### config.mk
export PLATFORM = sky130hd
export DESIGN_NAME = msp_mul
export DESIGN_NICKNAME = d
export VERILOG_FILES = /design/src/msp_pkg.sv /design/src/msp_mul.sv
export SDC_FILE = /design/constraint.sdc
export NUM_CORES = 2
export LEC_CHECK = 0
export BUFFER_PORTS_ARGS = -buffer_cell sky130_fd_sc_hd__buf_2
export CAP_MARGIN = 30
export CELL_PAD_IN_SITES_DETAIL_PLACEMENT = 1
export CELL_PAD_IN_SITES_GLOBAL_PLACEMENT = 2
export CORE_MARGIN = 3
export CORE_UTILIZATION = 30
export CTS_BUF_LIST = sky130_fd_sc_hd__clkbuf_8
export CTS_CLUSTER_SIZE = 40
export DETAILED_ROUTE_END_ITERATION = 16
export HOLD_SLACK_MARGIN = 0.05
export PLACE_DENSITY = 0.69
export SLEW_MARGIN = 10
export SYNTH_ARGS = -nofsm -noshare
export SYNTH_HDL_FRONTEND = slang
export SYNTH_SLANG_ARGS = --single-unit
### constraint.sdc
create_clock -name i_clk -period 26.2 [get_ports i_clk]
set_input_delay 5.24 -clock i_clk [delete_from_list [all_inputs] [get_ports i_clk]]
set_output_delay 5.24 -clock i_clk [all_outputs]
set_load 0.01 [all_outputs]
### src/msp_pkg.sv
// ----------------------------------------------------------------------------
// msp_pkg
// Shared types and constants of the motor speed PID unit: payload widths,
// command and register codes, sequencer states and arithmetic constants.
// ----------------------------------------------------------------------------
package msp_pkg;

    localparam int SPEED_W = 32;
    localparam int TIME_W  = 32;
    localparam int GAIN_W  = 32;
    localparam int PWM_W   = 9;
    localparam int CFG_IDX_W = 2;

    // shared multiplier and divider widths
    localparam int MUL_W         = 32;
    localparam int DIV_W         = 64;
    localparam int DIVISOR_W     = 32;
    localparam int DIV_STEP_BITS = 2;
    localparam int DIV_CYCLES    = DIV_W / DIV_STEP_BITS;

    // signed accumulator for the three gain products
    localparam int ACC_W = 97;

    localparam logic [DIVISOR_W-1:0] MICROS_PER_SEC = 32'd1000000;
    localparam int DZ_SCALE   = 1000;
    localparam int PWM_LEVELS = 256;

    localparam logic CMD_STEP  = 1'b0;
    localparam logic CMD_CLEAR = 1'b1;

    typedef enum logic [CFG_IDX_W-1:0] {
        CFG_GAIN_P  = 2'd0,
        CFG_GAIN_I  = 2'd1,
        CFG_GAIN_D  = 2'd2,
        CFG_REVERSE = 2'd3
    } t_cfg_index;

    typedef enum logic [3:0] {
        ST_IDLE,
        ST_ERR,
        ST_MAG,
        ST_INC_MUL,
        ST_INC_START,
        ST_INC_DIV,
        ST_INTEG,
        ST_RATE_DIV,
        ST_SUM,
        ST_DRAIN,
        ST_OUT
    } t_state;

    // partial products of the output sum
    typedef enum logic [2:0] {
        PP_P,
        PP_I_LO,
        PP_I_HI,
        PP_D_LO,
        PP_D_HI
    } t_part;

endpackage

### src/msp_mul.sv
// ----------------------------------------------------------------------------
// msp_mul
// Shared 32x32 unsigned multiplier with a registered product.
// ----------------------------------------------------------------------------
module msp_mul (
    input  logic                           i_clk,
    input  logic [msp_pkg::MUL_W-1:0]      i_a,
    input  logic [msp_pkg::MUL_W-1:0]      i_b,
    output logic [2*msp_pkg::MUL_W-1:0]    o_prod
);
    import msp_pkg::*;

    logic [2*MUL_W-1:0] r_prod;

    always_ff @(posedge i_clk) begin
        r_prod <= i_a * i_b;
    end

    assign o_prod = r_prod;

endmodule

After elaboration in Yosys (flattened, before gate mapping):

Index checks and enable logic that the tools add are counted.

* multipliers: 1

Operator list (number)
* 32-bit by 32-bit multiplier with 64-bit output: 1

* bits in registers: 64
* word-level logic and storage cells: 2

Logic depth before layout (Yosys ltp):

* word-level depth: 1
* mapped depth: 29
* gate-level depth less buffers: 27

Worst setup path before layout:

No wires, ideal clock.

* path type: input port to flip-flop
* from: input i_a[25] in the netlist's numbering
* to: register r_prod[62] (netlist: o_prod[62])
* slack: 14.207 ns
* data arrival time: 11.921 ns
* cell stages on the path: 25
* data required time: 26.128 ns
* library setup time: 0.072 ns
* cell sequence: clkbuf_1 nand2_1 fa_1 inv_1 fa_1 inv_1 fa_1 inv_1 fa_1 fa_1 fa_1 fa_1 inv_1 fa_1 inv_1 ha_1 buf_2 nand4_1 or4_1 or3_1 a31oi_1 a31o_2 a211oi_1 o21ai_1 xor2_1

* cells in the longest elaborated chain, start to end: 1

Ends and longest elaborated chain
* from (decl): RTL line msp_mul.sv:7 `input logic [msp_pkg::MUL_W-1:0] i_a,`
* 32-bit by 32-bit multiplier with 64-bit output: RTL line msp_mul.sv:16 `r_prod <= i_a * i_b;`
* to (signal assigned): RTL line msp_mul.sv:16
* to (decl): RTL line msp_mul.sv:13 `logic [2*MUL_W-1:0] r_prod;`

Every way passes these cells.

Final worst setup path:

* from: input i_a[24] in the netlist's numbering
* to: register r_prod[62] (netlist: o_prod[62])

Same word-level chain as after synthesis.

==> qor.txt <==
outcome - complete, no violations
number of vias per cell - 4.69
width of the chip - 346 um
setup repair after global routing missed its margin - no
Tightest Pin Transition - 0.934 ns
total number of nets in the final design - 4,904
Post-Synthesis Mean Instance Area - 9.25 um^2
endpoints failing setup - 0
critical path startpoint - i_a[24]
final cell count without fillers - 5,202
global-route total usage across every layer - 18.8%
number of cell rows - 124
most instantiated library cell after synthesis - fa_1
utilization after layout - 32.1%
global route hottest layer - met2
nets in the synthesized netlist - 4,972
met2 Use GR - 36.2%
# Post-CTS Setup Buffers - 0
clock edge transition at the registers on the reported setup and hold paths - 0.09 ns
Routed wire per std cell - 21.0 um
critical path capture point type - register
ports placed on the boundary - 129
crit path to - o_prod[62]
Area Overhead vs Synth - 5.85%
proportion of netlist area held by the largest area contributor - 51.7%
TritonCTS sink count - 64
Synth Cell Area - 34,700 um^2
Synth area leaders - fa_1, and2_1, ha_1, inv_1, nand2_1
M1 GR Usage - 22.6%
Detailed Place HPWL - 89,700 um
count of mapped cells out of synthesis - 3,748
number of synthesized flops with an enable pin - 0
DRC errors left - 0
number of iterations in the first detailed-routing pass - 5
total via count in the routed design - 24.4k
buffer levels on the longest clock path - 2
quantity of gates resized following cts - 0
Starting Density - 30.3%
Filler Cells Inserted - 13.4k
total grt overflow - 0
post-route setup TNS - 0 ns
HP Start - i_b[0]
final hold slack - 5.46 ns
number of buffers inserted during clock tree synthesis - 9
Die Y-Extent - 346 um
post-route minimum period - 13.22 ns
flip-flop and latch count after synthesis - 64
signal arrival time at the worst endpoint - 13.59 ns
die area - 120,000 um^2
number of antenna violations at the first check in global routing - 6
post-route antenna net violation count - 0
post-detailed-routing wire length - 109,000 um
number of warning messages in the yosys log - 0
Max FO, Critical Path - 32
reported max-cap violation count - 0
most instantiated cells after synthesis - fa_1, inv_1, and2_1
async set-or-reset flop fraction in the synthesized netlist - 0%
startpoint class of the critical path - input port
required time at the worst-slack endpoint - 26.57 ns
max-slew violation count - 0
count of port buffers added during placement - 128
vias in the first global route - 28.5k
type of the tightest min-delay check - in -> reg
wire length of the first global-routing pass - 173,000 um
distinct cell type count of the synthesized netlist - 57
flip-flop count of the largest register, all copies and words added - 64
Critical Setup Path Class - in -> reg
weighted congestion reported at the end of routability-driven placement - 0.854
number of levels the H-tree was split into - 3
core region area - 115,000 um^2
FMAX - 75.7 MHz
largest net degree at the start of global routing - 33
biggest area consumer among synthesized cells - fa_1
fraction of final layout cells sized beyond drive strength 1 - 4.72%
TritonCTS clock tree - yes
DRC marker count from the first detailed-route iteration - 873
CTS Hold Bufs - 0
Rel. slew slack - 37.3%
GR Util met3 - 1.30%
share of the clock period used by the worst path after layout - 50.4%
most common flop cell mapped by yosys - dfxtp_1
sequential area share after synthesis - 3.69%
Post-Place Cells - 5,181
Clock Root Buffer - clkbuf_8
Final Hold Fails - 0
per-stage QoR:
step,worst slack [ns],cell area (um^2)
6_report,12.98,36700
5_1_grt,12.61,36700
4_1_cts,13.11,36700
3_5_place_dp,12.63,36500
3_3_place_gp,12.71,36500
2_1_floorplan,14.21,34700
layout by cell type (no fill, tap or decap), types with 3 or more instances in the layout:
cell        Yosys  routed
o21ai_0        21      21
o21bai_1       10      10
and3_1         14      14
clkinvlp_4      0       3
nand4_1        23      23
a211oi_1        3       3
o221ai_1        3       3
nand2_1       480     480
a221o_1         4       4
a21oi_2         3       3
a221oi_4        3       3
diode_2         0       5
or2_2           3       3
nor2_1         20      20
o21ai_1         5       5
buf_2           6     128
ha_1          263     263
xor2_1         25      25
o21a_1          9       9
and4_1          3       3
fa_1          896     896
clkbuf_8        0       9
a21o_1         40      40
a21boi_1        3       3
nor3_1          7       7
nand3_1        10      10
or3_1           3       3
a21oi_1        63      63
o31ai_4         3       3
or4_1           3       3
and2_1        602     602
buf_4           0      13
inv_1         865     865
a31oi_1        12      12
dfxtp_1        64      64
xnor2_1        35      35
worst min path at each step:
stage                     end  cells past startpoint
floorplan           o_prod[0]                      1
global placement    o_prod[9]                      1
detailed placement  o_prod[9]                      1
CTS                 o_prod[0]                      3
global route        o_prod[0]                      3
finish              o_prod[0]                      3
kinds of logic after synthesis:
| logic type | Yosys count | share of synthesized area, % |
|---|---|---|
| flip-flops | 64 | 3.69 |
| XOR/XNOR | 60 | 1.52 |
| adder cells (fa/ha/maj) | 1159 | 61.2 |
| AND/OR/NAND/NOR | 1177 | 17.6 |
| buffers and inverters | 1085 | 11.8 |
| AO/OA/AOI/OAI | 202 | 4.15 |
| multiplexers | 1 | 0.0289 |
final cells by class:
cell class	instances	area (um^2)	share of cell area, %
inverters	865	3250	8.85
clock buffers	9	124	0.337
well taps	1512	1890	5.15
clock inverters	7	96.3	0.262
flip-flops and latches	64	1280	3.49
repair buffers	141	738	2.01
multi-input cells	2599	29300	79.9
diodes	5	12.5	0.0341
metal layers:
metal | part of all wire (%) | wire [um]
met4 | 2.5 | 2740
met2 | 55 | 60300
met1 | 40 | 44000
met5 | 0 | 0
met3 | 2.0 | 2160
worst max-delay path: stages:
cell	delay [ns]
buf_2	0.68
nand2_1	0.17
fa_1	0.54
inv_1	0.05
fa_1	0.53
inv_1	0.06
fa_1	0.53
inv_1	0.05
fa_1	0.48
fa_1	0.56
fa_1	0.48
fa_1	0.55
inv_1	0.06
fa_1	0.48
inv_1	0.04
ha_1	0.42
nand4_1	0.28
nor3_1	0.59
o2111ai_1	0.48
a31oi_1	0.57
a31o_2	0.30
a211oi_1	0.11
o21ai_1	0.17
xor2_1	0.15
Power is not shown: default switching activity piles up to over one toggle a cycle in this logic, so the estimate is an artifact.
