File: src/msp_pkg.sv
// ----------------------------------------------------------------------------
// msp_pkg
// Shared types and constants of the motor speed PID unit: payload widths,
// command and register codes, sequencer states and arithmetic constants.
// ----------------------------------------------------------------------------
package msp_pkg;

    localparam int SPEED_W = 32;
    localparam int TIME_W  = 32;
    localparam int GAIN_W  = 32;
    localparam int PWM_W   = 9;
    localparam int CFG_IDX_W = 2;

    // shared multiplier and divider widths
    localparam int MUL_W         = 32;
    localparam int DIV_W         = 64;
    localparam int DIVISOR_W     = 32;
    localparam int DIV_STEP_BITS = 2;
    localparam int DIV_CYCLES    = DIV_W / DIV_STEP_BITS;

    // signed accumulator for the three gain products
    localparam int ACC_W = 97;

    localparam logic [DIVISOR_W-1:0] MICROS_PER_SEC = 32'd1000000;
    localparam int DZ_SCALE   = 1000;
    localparam int PWM_LEVELS = 256;

    localparam logic CMD_STEP  = 1'b0;
    localparam logic CMD_CLEAR = 1'b1;

    typedef enum logic [CFG_IDX_W-1:0] {
        CFG_GAIN_P  = 2'd0,
        CFG_GAIN_I  = 2'd1,
        CFG_GAIN_D  = 2'd2,
        CFG_REVERSE = 2'd3
    } t_cfg_index;

    typedef enum logic [3:0] {
        ST_IDLE,
        ST_ERR,
        ST_MAG,
        ST_INC_MUL,
        ST_INC_START,
        ST_INC_DIV,
        ST_INTEG,
        ST_RATE_DIV,
        ST_SUM,
        ST_DRAIN,
        ST_OUT
    } t_state;

    // partial products of the output sum
    typedef enum logic [2:0] {
        PP_P,
        PP_I_LO,
        PP_I_HI,
        PP_D_LO,
        PP_D_HI
    } t_part;

endpackage

File: src/msp_div.sv
// ----------------------------------------------------------------------------
// msp_div
// Shared unsigned restoring divider, two quotient bits per cycle.
// The quotient holds after done until the next start.
// ----------------------------------------------------------------------------
module msp_div (
    input  logic                            i_clk,
    input  logic                            i_rst_n,
    input  logic                            i_start,
    input  logic [msp_pkg::DIV_W-1:0]       i_dividend,
    input  logic [msp_pkg::DIVISOR_W-1:0]   i_divisor,
    output logic                            o_done,
    output logic [msp_pkg::DIV_W-1:0]       o_quotient
);
    import msp_pkg::*;

    localparam int CNT_W = $clog2(DIV_CYCLES);
    localparam logic [CNT_W-1:0] CNT_LAST = CNT_W'(DIV_CYCLES - 1);

    logic [CNT_W-1:0]     r_cnt;
    logic                 r_busy;
    logic                 r_done;
    logic [DIV_W-1:0]     r_quo, n_quo;
    logic [DIVISOR_W-1:0] r_rem, n_rem;
    logic [DIVISOR_W-1:0] r_div;

    always_comb begin
        logic [DIVISOR_W:0] trial;
        n_rem = r_rem;
        n_quo = r_quo;
        for (int k = 0; k < DIV_STEP_BITS; k++) begin
            trial = {n_rem, n_quo[DIV_W-1]};
            n_quo = {n_quo[DIV_W-2:0], 1'b0};
            if (trial >= {1'b0, r_div}) begin
                trial    = trial - {1'b0, r_div};
                n_quo[0] = 1'b1;
            end
            n_rem = trial[DIVISOR_W-1:0];
        end
    end

    always_ff @(posedge i_clk) begin
        if (!i_rst_n) begin
            r_busy <= 1'b0;
            r_done <= 1'b0;
            r_cnt  <= '0;
        end else begin
            r_done <= 1'b0;
            if (i_start) begin
                r_busy <= 1'b1;
                r_cnt  <= '0;
            end else if (r_busy) begin
                r_cnt <= r_cnt + 1'b1;
                if (r_cnt == CNT_LAST) begin
                    r_busy <= 1'b0;
                    r_done <= 1'b1;
                end
            end
        end
    end

    always_ff @(posedge i_clk) begin
        if (i_start) begin
            r_quo <= i_dividend;
            r_rem <= '0;
            r_div <= i_divisor;
        end else if (r_busy) begin
            r_quo <= n_quo;
            r_rem <= n_rem;
        end
    end

    assign o_done     = r_done;
    assign o_quotient = r_quo;

endmodule

File: config.mk
export PLATFORM = sky130hd
export DESIGN_NAME = msp_div
export DESIGN_NICKNAME = d
export VERILOG_FILES = /design/src/msp_pkg.sv /design/src/msp_div.sv
export SDC_FILE = /design/constraint.sdc
export NUM_CORES = 1
export LEC_CHECK = 0
export ABC_CLOCK_PERIOD_IN_PS = 5400
export BUFFER_PORTS_ARGS = -buffer_cell sky130_fd_sc_hd__clkbuf_2
export CORE_MARGIN = 2
export CORE_UTILIZATION = 40
export DETAILED_ROUTE_END_ITERATION = 6
export PLACE_DENSITY = 0.66
export SYNTH_ARGS = -nofsm -noshare
export SYNTH_HDL_FRONTEND = slang
export SYNTH_SLANG_ARGS = --single-unit
File: constraint.sdc
create_clock -name i_clk -period 5.4 [get_ports i_clk]
set_input_delay 1.08 -clock i_clk [delete_from_list [all_inputs] [get_ports i_clk]]
set_output_delay 1.08 -clock i_clk [all_outputs]
set_load 0.005 [all_outputs]
---- Word level (Yosys, flattened, before mapping) ----
Index checks and enable logic that the tools add are counted.
storage, ports and cells
  bits in registers ....................... 135
  bits of input ports ..................... 99
  output and inout bits ................... 65
  logic and storage cells ................. 27
cells by class
  add/sub/neg operators ................... 3
  order comparisons ....................... 2
  equal/unequal tests ..................... 1
  mux-type cells .......................... 10
  bitwise gates (word level) .............. 2
  reduce and logical (&&, ||, !) cells .... 3
operators by type and width
  cell                                                            count
  64-bit two-way mux                                              2
  33-bit by 32-bit >= comparator with 1-bit output                2
  32-bit two-way mux                                              2
  32-bit subtractor                                               2
  1-bit two-way mux                                               6
  5-bit by 1-bit adder with 5-bit output (second input constant)  1
  5-bit == test (second input constant)                           1
  3-bit OR reduction                                              1
  1-bit inverter                                                  2
  2-bit nonzero test                                              1
  2-bit OR reduction                                              1

---- Longest topological paths before layout ----
Gate-level depths: netlist of run 1.
  depth in word-level cells ............... 6
  depth in mapped cells ................... 27
  mapped depth without buffers ............ 23

---- Worst setup path after synthesis of run 1 ----
OpenSTA, ideal clock, no wires.
  kind .................................... reg2reg
  start point ............................. register r_div[10]
  end point ............................... register r_rem[28]
  setup time .............................. 86 ps
  arrival ................................. 4,606 ps
  data required time ...................... 5,314 ps
  path slack .............................. 708 ps
  stages on the path, launching flop included .. 25
  period minus slack after synthesis ...... 4,692 ps
  cell sequence ........................... edfxtp_1 inv_1 ha_1 clkbuf_2 and3_1 and4_4 a31oi_1 o21ai_1 a211o_1 or2_1 buf_6 buf_4 nor2_1 a21oi_1 fa_1 a211oi_1 o21ai_0 a21oi_1 nor2_1 o21ai_0 o21ai_0 a221oi_1 xnor2_1 mux2i_1 a211oi_1
on the way
  longest elaborated chain between the ends .. 4
RTL lines
  what                                                                                   RTL line                      source
  from (decl)                                                                            msp_div.sv:25                 logic [DIVISOR_W-1:0] r_div;
  from (signal assigned)                                                                 msp_div.sv:66                 r_div <= i_divisor;
  32-bit subtractor or 33-bit by 32-bit >= comparator with 1-bit output (tied branches)  msp_div.sv:35, msp_div.sv:34
  32-bit two-way mux                                                                     msp_div.sv:34                 if (trial >= {1'b0, r_div}) begin
  32-bit subtractor or 33-bit by 32-bit >= comparator with 1-bit output (tied branches)  msp_div.sv:35, msp_div.sv:34
  32-bit two-way mux (*)                                                                 msp_div.sv:34
  to (signal assigned)                                                                   msp_div.sv:69                 r_rem <= n_rem;
  to (decl)                                                                              msp_div.sv:24                 logic [DIVISOR_W-1:0] r_rem, n_rem;
Mark *: on every way between the ends. The rest lies on a longest branch, timed or not.
A chain may end at the register's enable or synchronous reset.

---- Final worst setup path of run 1 ----
  start point ............................. register r_div[11]
  end point ............................... register r_rem[12]
The elaborated chain is that of the path after synthesis.

==> results.txt, run 1 <==
Post-DP HPWL: 19.7 mm
critical path endpoint: r_rem[12]
HP Class: flip-flop to flip-flop
clk_lat worst skew: 0.43 ns
Via density: 5.47
r2r startpoint: r_div[11]
worst setup margin: 0.255 ns
total die area: 0.0241 sq mm
max cap viols: 0
Power Density: 628 mW/mm^2
Final #Nets: 1289
clk_skew: 0.0128 ns
CTS max path bufs: 2
flop-to-flop setup slack: 0.26 ns
DR iter-0 viols: 494
Hold Buf Count CTS: 0
Reg-to-Reg End: r_rem[12]
crit path max-delay cell type: edfxtp_1
initial antenna violation count: 0
antenna viol nets, final: 0
DR pass1 iterations: 6
worst slew pin tran: 1.13 ns
routed wire length: 25.6 mm
share of layout cells above drive strength 1: 32.7%
first-pass GRT wire length: 40.9 mm
most area-consuming cells after synthesis: edfxtp_1 (31%), ha_1 (9.0%), mux2_2 (8.7%), dfxtp_1 (8.5%), o21ai_0 (3.2%)
ANT cells: 0
grt total ovfl: 0
H-tree depth: 4
wire length per cell: 18.1 microns
Avg Inst Size Synth: 9.91 sq um
Initial Util: 40.6%
cells along the critical path: inv_1, ha_2, a21oi_2, o211ai_1, a211o_1, o21ai_4, a211oi_4, or2_4, buf_12, mux2_4, ha_1, buf_4, nand2_1, o21ai_1, nor4_2, and3_1, o22ai_1, buf_4, o211ai_1, o211ai_4, buf_12, or2_1, a21oi_1, nor3_1
max incr delay on CP: 0.37 ns
Core Footprint: 0.0226 sq mm
Req. time, crit path: 5.68 ns
synth cell count leaders: edfxtp_1 (96), nand2_1 (74), nor2_1 (73)
Cell Area, Synth: 0.00917 sq mm
root buf cell: clkbuf_16
Final Util: 50.3%
Cells after Synth: 925
YS warnings: 0
Critical Path AT: 5.43 ns
Yosys cell types: 73
sequential area share after synthesis: 40.0%
CP max FO: 21
Vias: 7762
Final Hold Fails: 0
most frequent cell after synthesis: edfxtp_1
Setup crit start: r_div[11]
clk slew on worst S/H paths: 0.06 ns
# setup viols final: 0
Ports: 164
final slew viol count: 0
number of synthesized flops with an enable pin: 96
Final Cycle Share: 95.3%
gr usage total: 21.4%
Slew headroom: 24.5%
I/O Buffers: 163
pre-CTS setup slack: 0.0822 ns
setup tns final: 0 ns
Residual DRC: 0
CTS sink count: 135
Reg2Reg Depth: 24
Rows: 55
Max Fclk: 0.194 GHz
number of global-route vias before repair: 7869
CTS tree: built
nature of the critical path endpoint: flip-flop
area grow syn2layout: 23.7%
Final GP Congestion: 0.935
flops & latches, synth: 135
Mapped Nets: 1092
die span in x: 155 microns
Max VDD drop: 354 uV
run status: finished, final reports clean
leakage: 4.98 nW
total CTS buffers: 17
Async SR Flop Fraction: 0%
Tmin final: 5.14 ns
final hold slack: 0.472 ns
CP startpoint kind: flip-flop
Die Y: 155 microns
pin count of the biggest net entering global routing: 54
CP Class: flip-flop to flip-flop
prevailing post-synth register cell: edfxtp_1
Yosys top cell area share: 31.4%
post-synth top area cell: edfxtp_1
==> worst max-delay path, delay by kind of cell, from the launching register on <==
family,cells,cell delay (ns)
AO/OA/AOI/OAI,10,1.79
buffers and inverters,5,0.78
AND/OR/NAND/NOR,6,1.10
flip-flops,1,0.37
multiplexers,1,0.30
adder cells (fa/ha/maj),2,0.64
==> power breakdown <==
| part | internal (mW) | switching, mW | total [mW] |
|---|---|---|---|
| clock network | 0.669 | 0.532 | 1.20 |
| logic | 2.02 | 2.50 | 4.51 |
| registers | 1.30 | 0.117 | 1.41 |
==> cell type report <==
| type | count | area, sq um |
|---|---|---|
| clock buffers | 18 | 439 |
| clock inverters | 14 | 154 |
| fillers | 2148 | 11200 |
| inverters | 48 | 180 |
| multi-input cells | 703 | 5270 |
| flip-flops and latches | 135 | 3660 |
| well taps | 285 | 357 |
| repair buffers | 217 | 1280 |
==> routing by layer <==
metal	wire, microns	GRT usage [%]	vias up
met4	374	5.94	0
met5	0	0	-
li1	-	-	3819
met1	11500	27.5	3648
met2	11900	35.9	268
met3	1800	5.43	27
==> how the worst min path moves through the flow <==
stage	startpoint	end	slack, ns	cells past startpoint
floorplan	r_rem[13]	r_rem[13]	0.44	2
global route	r_rem[5]	r_rem[5]	0.50	2
global placement	r_rem[13]	r_rem[13]	0.46	2
CTS	r_rem[5]	r_rem[5]	0.48	2
finish	r_rem[5]	r_rem[5]	0.47	2
detailed placement	r_rem[1]	r_rem[1]	0.47	2
==> stage by stage <==
| stage | instance area (sq um) | power [mW] | cells |
|---|---|---|---|
| after detailed placement | 10600 | 5.72 | 1381 |
| after floorplan | 9170 | 4.46 | 925 |
| after global routing | 11300 | 7.64 | 1420 |
| final | 11300 | 7.13 | 1420 |
| after CTS | 11200 | 6.95 | 1413 |
| after global placement | 10600 | 5.69 | 1381 |
==> registers in the layout (all words and copies together) (netlist names) <==
register    count
o_done          1
o_quotient     64
r_busy          1
r_cnt           5
r_div          32
r_rem          32
==> placed cells by master, fill, tap and decap left out, types with 7 or more instances in the layout <==
| master | n |
|---|---|
| a211oi_1 | 17 |
| a211oi_2 | 9 |
| a21o_1 | 34 |
| a21oi_1 | 48 |
| a21oi_2 | 9 |
| a31oi_1 | 7 |
| and3_1 | 11 |
| buf_4 | 49 |
| clkbuf_16 | 17 |
| clkbuf_2 | 162 |
| dfxtp_1 | 38 |
| edfxtp_1 | 96 |
| ha_1 | 57 |
| ha_2 | 8 |
| inv_1 | 46 |
| mux2_2 | 71 |
| mux2i_1 | 16 |
| nand2_1 | 74 |
| nand2b_1 | 9 |
| nand3_1 | 14 |
| nand4_1 | 13 |
| nor2_1 | 72 |
| nor3_1 | 9 |
| o211ai_1 | 8 |
| o21a_1 | 7 |
| o21ai_0 | 52 |
| o21ai_1 | 20 |
| o21bai_1 | 8 |
| xnor2_1 | 31 |
| xor2_1 | 25 |
==> cell families (layout without fill, tap and decap cells) <==
| logic type | count (synthesis) | count (layout) | share of synthesized area (%) |
|---|---|---|---|
| AOI/OAI and AO/OA | 262 | 262 | 19.1 |
| and+or+nand+nor | 229 | 229 | 11.5 |
| DFF | 135 | 135 | 40.0 |
| muxes | 88 | 88 | 10.6 |
| buffers and inverters | 87 | 297 | 4.03 |
| adders and majority gates | 68 | 68 | 9.44 |
| xor gates and xnor gates | 56 | 56 | 5.35 |
==> what timing repair did <==
action	4_1_cts	5_1_grt
setup buffers	0	7
setup endpoints to repair	1	33
resized for setup	0	41
pin swaps	1	12
No activity file was read; power rests on OpenSTA's default activity.
==> inputs of run 2 (changes only) <==
ABC_CLOCK_PERIOD_IN_PS = 6430   (was 5400)
clock period = 6.43 ns   (was 5.4 ns; I/O delays follow)
==> run 2 against run 1 <==
  * Via count fell by 2.1%
  * Flip-flop and latch count unchanged
  * Cell area fell by 4.0%
  * Utilization is 2.0 points lower
  * Combinational power shrank 26%
  * Critical path type unchanged
  * Critical endpoint is now r_rem[28]
  * Largest cell class unchanged
  * Largest power group unchanged
==> results.txt, run 2 (same netlist as run 1, synthesis figures left out) <==
Req. time, crit path: 6.77 ns (+1.09 ns)
wire length per cell: 18.1 microns (+0.47%)
CP Class: flip-flop to flip-flop
DR iter-0 viols: 500 (+1.2%)
CTS sink count: 135 (unchanged)
area grow syn2layout: 18.8%
HP Class: flip-flop to flip-flop
Tmin final: 5.77 ns (+0.629 ns)
ANT cells: 0 (unchanged)
clk slew on worst S/H paths: 0.07 ns (about the same)
Final Cycle Share: 89.8% (-5.5 points)
clk_skew: 0.0125 ns (-0.000318 ns)
Post-CTS Setup Bufs: 0 (unchanged)
gr usage total: 20.6% (-0.83 points)
final hold slack: 0.478 ns (+0.00623 ns)
DR pass1 iterations: 4 (-2)
run status: finished, final reports clean
# setup viols final: 0 (unchanged)
CTS tree: built
I/O Buffers: 163 (unchanged)
Core Footprint: 0.0226 sq mm (unchanged)
Power Density: 510 mW/mm^2 (-19%)
CP startpoint kind: flip-flop
H-tree depth: 4 (unchanged)
clk_lat worst skew: 0.44 ns (about the same)
Hold Buf Count CTS: 0 (unchanged)
Max Fclk: 0.173 GHz (-11%)
RSZ-0062 raised after global routing: no
grt total ovfl: 0 (unchanged)
nature of the critical path endpoint: flip-flop
Max VDD drop: 234 uV (-34%)
post_cts resized: 0 (unchanged)
max FFs per register: 64 (unchanged)
pin count of the biggest net entering global routing: 75 (+39%)
total die area: 0.0241 sq mm (unchanged)
Initial Util: 40.6% (unchanged)
Inst Count DP: 1347 (-2.5%)
Vias: 7597 (-2.1%)
worst slew pin tran: 1.04 ns (-0.0876 ns)
Residual DRC: 0 (unchanged)
Final Hold Fails: 0 (unchanged)
root buf cell: clkbuf_16
total CTS buffers: 17 (unchanged)
Rows: 55 (unchanged)
Cell Area, Placed: 0.0103 sq mm (-2.7%)
Reg-to-Reg End: r_rem[28]
final slew viol count: 0 (unchanged)
Post-DP HPWL: 18.8 mm (-4.3%)
first-pass GRT wire length: 38.9 mm (-5.0%)
cells along the critical path: inv_1, ha_1, nand4_1, a21oi_1, o31a_4, o21ai_4, a211oi_4, or2_1, buf_4, mux2_2, ha_1, a211oi_1, o21ai_0, a21oi_1, nor2_1, o21ai_0, o21ai_0, a221oi_1, xnor2_1, mux2i_1, a211oi_1
flop-to-flop setup slack: 0.66 ns (+0.40 ns)
setup tns final: 0 ns (unchanged)
Via density: 5.51 (+0.78%)
critical path endpoint: r_rem[28]
Final Util: 48.3% (-2.0 points)
Critical Path AT: 6.12 ns (+0.69 ns)
Slew headroom: 30.4% (+6.0 points)
CP max FO: 8 (-62%)
initial antenna violation count: 0 (unchanged)
most common cell after layout, fill and taps aside: clkbuf_2
leakage: 4.77 nW (-4.1%)
share of layout cells above drive strength 1: 27.6% (-5.1 points)
final instance area: 0.0109 sq mm (-4.0%)
CTS max path bufs: 2 (unchanged)
antenna viol nets, final: 0 (unchanged)
die span in x: 155 microns (unchanged)
Non-Filler Instances: 1379 (-2.9%)
Setup crit start: r_div[4]
max cap viols: 0 (unchanged)
commonest non-fill, non-tap cells in the layout: clkbuf_2 (162), edfxtp_1 (96), nand2_1 (74)
Ports: 164 (unchanged)
routed wire length: 25.0 mm (-2.4%)
Die Y: 155 microns (unchanged)
r2r startpoint: r_div[4]
Final #Nets: 1248 (-3.2%)
Final GP Congestion: 0.877 (-6.2%)
crit path max-delay cell type: o21ai_0
Reg2Reg Depth: 21 (-13%)
max incr delay on CP: 0.50 ns (+0.13 ns)
cell mode on critical path: o21ai_0
number of global-route vias before repair: 7366 (-6.4%)
## run 2: cell types whose count changed in the layout (fill, tap and decap cells not counted), sizes merged
cell	previous run	this run
clkbuf	180	179
buf	55	14
bufinv	1	0
clkinvlp	0	2
## run 2: metal layers
layer  vias to the layer above  global-route usage, %  part of all wire, %
li1                       3742                      -                    -
met1                      3546                   26.5                   44
met2                       278                   33.6                   46
met3                        31                   5.91                  8.1
met4                         0                   6.42                  1.7
met5                         -                      0                    0
## run 2: worst max-delay path: cells and delay by family, from the launching register on
family / cells / cell delay, ns
fa+ha+maj: 2 / 0.74
mux: 2 / 0.44
flops: 1 / 0.32
simple gates: 3 / 0.45
buf+inv: 2 / 0.23
xor+xnor: 1 / 0.16
compound gates: 11 / 3.31
## run 2: how the worst min path moves through the flow
| stage | from | to | slack, ns | cells after the start |
|---|---|---|---|---|
| final | r_rem[6] | r_rem[6] | 0.48 | 2 |
| after global routing | r_rem[1] | r_rem[1] | 0.50 | 2 |
| after CTS | r_rem[6] | r_rem[6] | 0.48 | 2 |
| after detailed placement | r_rem[6] | r_rem[6] | 0.47 | 2 |
| after global placement | r_rem[5] | r_rem[5] | 0.46 | 2 |
| after floorplan | r_rem[13] | r_rem[13] | 0.44 | 2 |
## run 2: final cells by class
cell class | instances | area [sq um]
clock buffers | 17 | 425
repair buffers | 176 | 941
fillers | 2167 | 11700
flip-flops and latches | 135 | 3660
inverters | 48 | 180
multi-input cells | 703 | 5140
clock inverters | 15 | 179
well taps | 285 | 357
## run 2: power by group
part           internal [mW]  leakage [nW]  total [mW]  switching, mW
logic                   1.41          3.21        3.35           1.95
registers               1.09          1.28        1.20          0.109
clock network          0.526         0.288        1.01          0.481
total                   3.02          4.77        5.56           2.54
## run 2: stage by stage
step | setup slack, ns | total power, mW
2_1_floorplan | 1.74 | 3.74
3_3_place_gp | 0.814 | 4.49
3_5_place_dp | 0.757 | 4.51
4_1_cts | 0.740 | 5.54
5_1_grt | 0.237 | 5.96
6_report | 0.656 | 5.56
==> inputs of run 3 (changes only) <==
ABC_CLOCK_PERIOD_IN_PS = 4750   (was 6430)
PLACE_DENSITY = 0.69   (was 0.66)
clock period = 4.75 ns   (was 6.43 ns; I/O delays follow)
==> run 3 against run 2 <==
  * The run now ends with negative setup slack left
  * Critical path type unchanged
  * Utilization up 14 points
  * Combinational power up 150%
  * Worst hold slack better by 0.027 ns
  * Clock skew up 0.0019 ns
  * Critical path depth up 6
  * Critical endpoint is now r_rem[11]
  * Cell count up 20%
  * Maximum frequency up 18%
  * Setup slack worse by 0.80 ns
  * Via count up 20%
  * Flip-flop and latch count unchanged
  * Sequential share of layout area down 7.6 points
==> results.txt, run 3 (same netlist as run 1, synthesis figures left out) <==
Clk pwr share: 11.9% (-6.2 points)
WHS Path Cells: 2 (unchanged)
failing checks: negative setup slack
Final GP Congestion: 0.919 (+4.8%)
HP Class: flip-flop to flip-flop
number of global-route vias before repair: 9060 (+23%)
CP startpoint kind: flip-flop
register area: 0.00366 sq mm (about the same)
Pwr Total: 11.3 mW (+100%)
Via density: 5.49 (-0.37%)
met3 usage in global routing: 6.55% (+0.64 points)
r2r startpoint: r_div[11]
commonest non-fill, non-tap cells in the layout: buf_4 (269), clkbuf_2 (162), edfxtp_1 (96)
final slew viol count: 0 (unchanged)
clk_lat worst skew: 0.43 ns (about the same)
CTS sink count: 135 (unchanged)
total CTS buffers: 17 (unchanged)
Fillers: 1809 (-17%)
nature of the critical path endpoint: flip-flop
Final Hold Fails: 0 (unchanged)
total die area: 0.0241 sq mm (unchanged)
Max Fclk: 0.204 GHz (+18%)
Initial Util: 40.6% (unchanged)
leakage: 6.35 nW (+33%)
Hold Buf Count CTS: 0 (unchanged)
first-pass GRT wire length: 46.3 mm (+19%)
Vias: 9117 (+20%)
DR iter-0 viols: 497 (-0.60%)
Tmin final: 4.90 ns (-0.876 ns)
Reg power frac: 14.2% (-7.3 points)
Req. time, crit path: 5.01 ns (-1.76 ns)
cell mode on critical path: buf_6
Rows: 55 (unchanged)
ANT cells: 0 (unchanged)
layer with the highest usage: met2
H-tree depth: 4 (unchanged)
min-delay src: r_cnt[4]
Ports: 164 (unchanged)
most common cell after layout, fill and taps aside: buf_4
Core Footprint: 0.0226 sq mm (unchanged)
internal power: 6.51 mW (+120%)
combinational fraction of design power: 73.9% (+14 points)
Reg-to-Reg End: r_rem[11]
CTS tree: built
root buf cell: clkbuf_16
Multi-input gate area: 0.00601 sq mm (+17%)
run status: finished with violations
Crit path max-delay family: compound AO/OA/AOI/OAI gates
max cap viols: 0 (unchanged)
DR pass1 iterations: 5 (+1)
Final Cycle Share: 103% (+13 points)
Max VDD drop: 419 uV (+79%)
wire length per cell: 18.8 microns (+3.6%)
die span in x: 155 microns (unchanged)
clk slew on worst S/H paths: 0.07 ns (about the same)
grt total ovfl: 0 (unchanged)
Residual DRC: 0 (unchanged)
CP max FO: 6 (-2)
Sw Share: 42.6% (-3.1 points)
RSZ-0062 raised after global routing: yes
CTS max path bufs: 2 (unchanged)
antenna viol nets, final: 0 (unchanged)
share of layout cells above drive strength 1: 53.0% (+25 points)
# setup viols final: 29 (+29)
routed wire length: 31.2 mm (+25%)
Final #Nets: 1530 (+23%)
I/O Buffers: 163 (unchanged)
Worst Path Buf+Inv: 8 (+6)
initial antenna violation count: 0 (unchanged)
Post-DP HPWL: 21.8 mm (+16%)
met1 Resource Use GR: 30.4% (+3.8 points)
pin count of the biggest net entering global routing: 91 (+21%)
max incr delay on CP: 0.42 ns (-0.08 ns)
Die Y: 155 microns (unchanged)
worst slew pin tran: 1.11 ns (+0.0670 ns)
area grow syn2layout: 53.2%
clk_skew: 0.0143 ns (+0.00186 ns)
hold path endpoint: r_cnt[4]
Power Density: 807 mW/mm^2 (+58%)
Final Util: 62.2% (+14 points)
setup tns final: -2.07 ns (-2.07 ns)
crit path max-delay cell type: or3_4
CP Class: flip-flop to flip-flop
gr usage total: 24.5% (+3.9 points)
max FFs per register: 64 (unchanged)
Psw: 4.82 mW (+90%)
Slew headroom: 25.9% (-4.6 points)
Reg2Reg Depth: 27 (+29%)
final hold slack: 0.505 ns (+0.0268 ns)
M2 GR Usage: 41.1% (+7.5 points)
worst setup margin: -0.147 ns (-0.804 ns)
flop-to-flop setup slack: -0.15 ns (-0.80 ns)
pre-CTS setup slack: -0.791 ns (-1.55 ns)
Critical Path AT: 5.16 ns (-0.96 ns)
## run 3: power by group through the flow
stage,Clock [mW],Sequential [mW],Combinational [mW]
after global placement,0,1.61,5.94
final,1.35,1.61,8.37
after global routing,1.42,1.63,8.91
after CTS,1.37,1.60,6.87
after detailed placement,0,1.61,6.00
after floorplan,0,1.59,3.48
## run 3: repair_timing
action,in CTS,in global routing
endpoints found under the setup margin,33,33
setup buffers,21,19
pin swaps,38,57
gates cloned,4,2
resized for setup,82,156
## run 3: how the worst max path moves through the flow
stage | start | endpoint | cells after the start
floorplan | r_div[10] | r_rem[28] | 24
detailed placement | o_quotient[63] | r_rem[14] | 25
global placement | o_quotient[63] | r_rem[14] | 25
finish | r_div[11] | r_rem[11] | 27
global route | r_div[11] | r_rem[11] | 27
CTS | r_div[11] | r_rem[13] | 27
## run 3: layout make-up
cell class	instances	area share, %
tap	285	2.54
multi-input combinational	703	42.8
timing repair buffer	458	23.2
inverter	48	1.28
clock inverter	15	1.10
clock buffer	17	3.03
sequential	135	26.1
## run 3: metal layers
layer | vias to the layer above | wire, microns | part of all wire (%)
met3 | 71 | 2400 | 7.7
li1 | 4297 | - | -
met4 | 0 | 877 | 2.8
met2 | 365 | 15200 | 49
met5 | - | 0 | 0
met1 | 4384 | 12700 | 41
## run 3: metrics by stage
| step | std cells | cell area, sq um |
|---|---|---|
| after floorplan | 925 | 9170 |
| after global placement | 1585 | 12100 |
| after detailed placement | 1585 | 12100 |
| after CTS | 1641 | 13200 |
| after global routing | 1661 | 14000 |
| final | 1661 | 14000 |
## run 3: worst reg2reg max path, stage by stage (launching register included)
cell and delay [ns]:
edfxtp_1 0.35, inv_2 0.06, ha_4 0.30, nand3_1 0.09, o211ai_1 0.31, a211o_1 0.22
o21ai_4 0.08, a211oi_4 0.28, buf_6 0.15, nor2_4 0.05, buf_6 0.11, buf_8 0.13
buf_6 0.13, nand2_1 0.09, o21ai_2 0.09, ha_4 0.29, nand3_2 0.07, or3_4 0.42
nor2_4 0.10, nand4_1 0.15, o22ai_4 0.19, o211ai_1 0.14, buf_4 0.17, o211ai_4 0.15
buf_6 0.16, buf_12 0.11, mux2i_2 0.25, a211oi_2 0.10
